==> config.mk <==
export PLATFORM = sky130hd
export DESIGN_NAME = scbpa_ctrl
export DESIGN_NICKNAME = d
export VERILOG_FILES = /design/src/hdl/scbpa_pkg.sv /design/src/hdl/scbpa_ctrl.sv
export SDC_FILE = /design/constraint.sdc
export NUM_CORES = 1
export LEC_CHECK = 0
export ABC_CLOCK_PERIOD_IN_PS = 1300
export BUFFER_PORTS_ARGS = -buffer_cell sky130_fd_sc_hd__buf_4
export CAP_MARGIN = 20
export CORE_AREA = 2 2 39 41
export DETAILED_ROUTE_END_ITERATION = 8
export DIE_AREA = 0 0 41 43
export PLACE_DENSITY_LB_ADDON = 0.12
export SYNTH_ARGS = -nofsm -noshare
export SYNTH_HDL_FRONTEND = slang
export SYNTH_SLANG_ARGS = --single-unit
==> constraint.sdc <==
create_clock -name i_clk -period 1.3 [get_ports i_clk]
set_input_delay 0.13 -clock i_clk [delete_from_list [all_inputs] [get_ports i_clk]]
set_output_delay 0.13 -clock i_clk [all_outputs]
set_load 0.005 [all_outputs]
==> src/hdl/scbpa_pkg.sv <==
package scbpa_pkg;

    localparam int BLOCKS_PER_CLASS = 256;
    localparam int REF_BITS         = 8;

    localparam int NUM_CLASSES = 4;
    localparam int CLS_W       = 2;
    localparam int LIMIT_W     = 16;
    localparam int SIZE_W      = 32;
    localparam int IN_IDX_W    = 8;
    localparam int OUT_CNT_W   = 8;
    localparam int ST_W        = 3;

    // Block number within a class, and a link that can also hold the empty mark.
    localparam int IDX_W     = (BLOCKS_PER_CLASS > 1) ? $clog2(BLOCKS_PER_CLASS) : 1;
    localparam int NEXT_W    = IDX_W + 1;
    localparam int SLOT_W    = CLS_W + IDX_W;
    localparam int MEM_DEPTH = NUM_CLASSES << IDX_W;

    localparam logic [NEXT_W-1:0]   EMPTY_MARK = NEXT_W'(BLOCKS_PER_CLASS);
    localparam logic [REF_BITS-1:0] REF_MAX    = '1;

    localparam logic [LIMIT_W-1:0] LIMIT0_RST = 16'd64;
    localparam logic [LIMIT_W-1:0] LIMIT1_RST = 16'd128;
    localparam logic [LIMIT_W-1:0] LIMIT2_RST = 16'd512;
    localparam logic [LIMIT_W-1:0] LIMIT3_RST = 16'd1024;

    typedef enum logic [1:0] {
        REQ_ALLOC  = 2'd0,
        REQ_FREE   = 2'd1,
        REQ_ADDREF = 2'd2,
        REQ_NONE   = 2'd3
    } t_req;

    typedef enum logic [ST_W-1:0] {
        ST_OK        = 3'd0,
        ST_TOO_LARGE = 3'd1,
        ST_EMPTY     = 3'd2,
        ST_NOT_ALLOC = 3'd3,
        ST_SATURATED = 3'd4
    } t_status;

    typedef struct packed {
        logic clear_en;
        logic accept;
        logic exec;
    } t_cmd;

    typedef struct packed {
        logic clear_last;
    } t_stat;

endpackage

==> src/hdl/scbpa_ctrl.sv <==
module scbpa_ctrl
    import scbpa_pkg::*;
(
    input  logic  i_clk,
    input  logic  i_rst_n,
    input  logic  i_start,
    input  t_stat i_stat,
    output t_cmd  o_cmd,
    output logic  o_busy
);

    typedef enum logic [2:0] {
        S_CLEAR = 3'b001,
        S_IDLE  = 3'b010,
        S_EXEC  = 3'b100
    } t_state;

    t_state r_state;
    t_state n_state;

    always_ff @(posedge i_clk) begin
        if (!i_rst_n) begin
            r_state <= S_CLEAR;
        end else begin
            r_state <= n_state;
        end
    end

    always_comb begin
        n_state        = r_state;
        o_cmd.clear_en = 1'b0;
        o_cmd.accept   = 1'b0;
        o_cmd.exec     = 1'b0;
        case (r_state)
            S_CLEAR: begin
                o_cmd.clear_en = 1'b1;
                if (i_stat.clear_last) begin
                    n_state = S_IDLE;
                end
            end
            S_IDLE: begin
                if (i_start) begin
                    o_cmd.accept = 1'b1;
                    n_state      = S_EXEC;
                end
            end
            S_EXEC: begin
                o_cmd.exec = 1'b1;
                n_state    = S_IDLE;
            end
            default: begin
                n_state = S_CLEAR;
            end
        endcase
    end

    assign o_busy = (r_state != S_IDLE);

endmodule

==> results.md <==
* GRT Util Overall at about 6.1%
* Filler instances at between 150 and 200
* RSZ-0062 raised after global routing: yes
* Data arrival, critical path at about 1.1 ns
* Pin count of the biggest net entering global routing at 6
* Top cells by area, synth: dfxtp_1, and2_1, nor2_4
* Internal power at 0.000239 W
* Nets at 34
* Post-Route WL at ~360 µm
* Vias in the first global route at 163
* Overflow after GRT at 0
* Final WS setup at between 0.02 and 0.03 ns
* VDD IR max at between 200 and 300 µV
* Final hold vios at 0
* ANT cells at 0
* CTS root buf: clkbuf_4
* Pwr/cell area at approximately 1100 nW/µm²
* Clock power share at a little over half
* Setup slack after placement at around 0.20 ns
* Post-layout util at 19.7%
* Worst setup EP type: primary output
* Drt wl/cell at around 8 µm
* Reg clk slew, reported paths at around 0.040 ns
* Layout Skew at approximately 0.0017 ns
* Worst hold slack at 0.0823 ns
* Drt drc at 0
* Post-synth top area share at approximately 40%
* Post-DRT Antenna Nets at 0
* Register area at approximately 64 µm²
* LEAKAGE at ~0.11 nW
* Mapped Area at ~150 µm²
* Worst slew pin tran at 0.254 ns
* Final slew viol count at 0
* Sink Count at 3
* YS warnings at 0
* Detailed Routing Iterations Pass 1 at 2
* Reg power frac at between 30% and 40%
* Unique masters post-synth at 13
* Port bufs at 7
* Finish-stage setup viols at 0
* Die H at ~43 µm
* Initial core utilization at between 10% and 20%
* Placer Congestion at 0.611
* Min-Delay Startpoint: i_rst_n
* Die area at between 1500 and 2000 µm²
* Synth Area per Inst at around 9.5 µm²
* Register area share after synthesis at slightly below 40%
* Switching pwr at roughly 0.000063 W
* Clock Path Buffers at 2
* Worst reg2reg path depth at 4
* Share of cells above drive strength 1 at about 59%
* IO Count at 8
* Worst path required time at around 1.2 ns
* DR vias at ~150
* Worst slew margin at between 80 and 90%
* Die X at slightly above 40 µm
* Crit path time final at 1.27 ns
* Mapped Nets at 20
* Worst R2R Start: r_state[1]
* Crit path launch type: register
* Initial DRC count at 1
* Initial antenna violation count at 0
* Multi-input logic area at just under 90 µm²
* Combinational power share at roughly an eighth
* Total CTS buffers at 3
* Crit path launch: r_state[0]
* TritonCTS clock tree: done
* Status: finished clean
* Hold Path Class: in -> reg
* Routed vias/inst at between 3 and 4
* Biggest registers after layout: r_state: 3 flops
* Area Growth Syn to Fin at 80.2%
* Max H-tree Level at 1
* Synth Instances at 16
* Reg with most FFs: r_state
* Sw frac at between 20% and 30%
* Std cell rows at 14
* Core ar. at 1380 µm²
* Hold Path Stages at 2
* Final period utilization at ~98%
* Max Freq at ~800 MHz
* WS Path Type: reg -> out
* Clock Latency Late Sink at between 0.2 and 0.25 ns
* Yosys reg bits at 3
* Max-cap violations at 0
* Synth area leader: dfxtp_1
* Worst-path fanout max at 5
* First-pass GRT wire length at around 640 µm
* Max FFs per register at 3
through the flow:
step / TNS [ns] / instance area, µm² / total power, W / cells
final: 0 / 273 / 0.000302 / 45
after global routing: -0.0295 / 273 / 0.000329 / 45
after floorplan: 0 / 151 / 0.000120 / 16
after CTS: 0 / 269 / 0.000314 / 45
after global placement: 0 / 224 / 0.000139 / 39
after detailed placement: 0 / 224 / 0.000139 / 39
cells in the mapped netlist:
library cell,count
dfxtp_1,3
and2_1,2
a21oi_1,1
inv_1,1
nand2b_1,1
nor2_1,1
nor2_4,1
nor3b_1,1
nor4b_1,1
o21ai_1,1
o31a_1,1
or2b_1,1
or3b_4,1
critical path: stages (launching register included):
cell     delay [ns]
dfxtp_2        0.33
or3b_4         0.39
nor2_4         0.10
buf_6          0.10
layout make-up:
| class | instances | area share [%] |
|---|---|---|
| multi-input combinational | 12 | 32.1 |
| clock buffer | 4 | 9.63 |
| inverter | 1 | 1.38 |
| timing repair buffer | 9 | 26.1 |
| sequential | 3 | 23.4 |
| tap | 16 | 7.34 |
path summary, 6_finish.rpt:
path | endpoint | slack (ns)
setup / recovery | o_cmd[1] | 0.03
hold / removal | r_state[0] | 0.08
setup reg to reg | r_state[1] | 0.23
hold reg to reg | r_state[0] | 0.53
repair_timing:
item | 4_1_cts | 5_1_grt
setup endpoints to repair | 1 | 2
pin swaps | 1 | 0
resized for setup | 3 | 1
hold buffers | 0 | 0
buffers inserted | 2 | 0
routing by layer:
metal / up-vias / global-route usage, % / wire (µm)
met5: - / 0 / 0
met3: 0 / 6.28 / 25
li1: 82 / - / -
met1: 66 / 5.13 / 135
met2: 4 / 8.44 / 194
met4: 0 / 4.00 / 0
power by group through the flow:
stage / sequential (W) / clock, W / combinational (W)
2_1_floorplan: 0.000103 / 0 / 0.0000177
3_3_place_gp: 0.000104 / 0 / 0.0000349
3_5_place_dp: 0.000104 / 0 / 0.0000348
4_1_cts: 0.000102 / 0.000172 / 0.0000397
5_1_grt: 0.000103 / 0.000182 / 0.0000435
6_report: 0.000102 / 0.000160 / 0.0000393
cell families after synthesis:
family                 synth area share, %
flip-flops                            39.7
buffers and inverters                 2.48
AO/OA/AOI/OAI                         12.4
AND/OR/NAND/NOR                       45.5
placed cells by master (no fill, tap or decap), types with 2 or more instances in the layout:
| master | instances |
|---|---|
| and2_1 | 2 |
| buf_4 | 8 |
| clkbuf_4 | 3 |
| dfxtp_2 | 3 |
No activity file was read; power rests on OpenSTA's default activity.
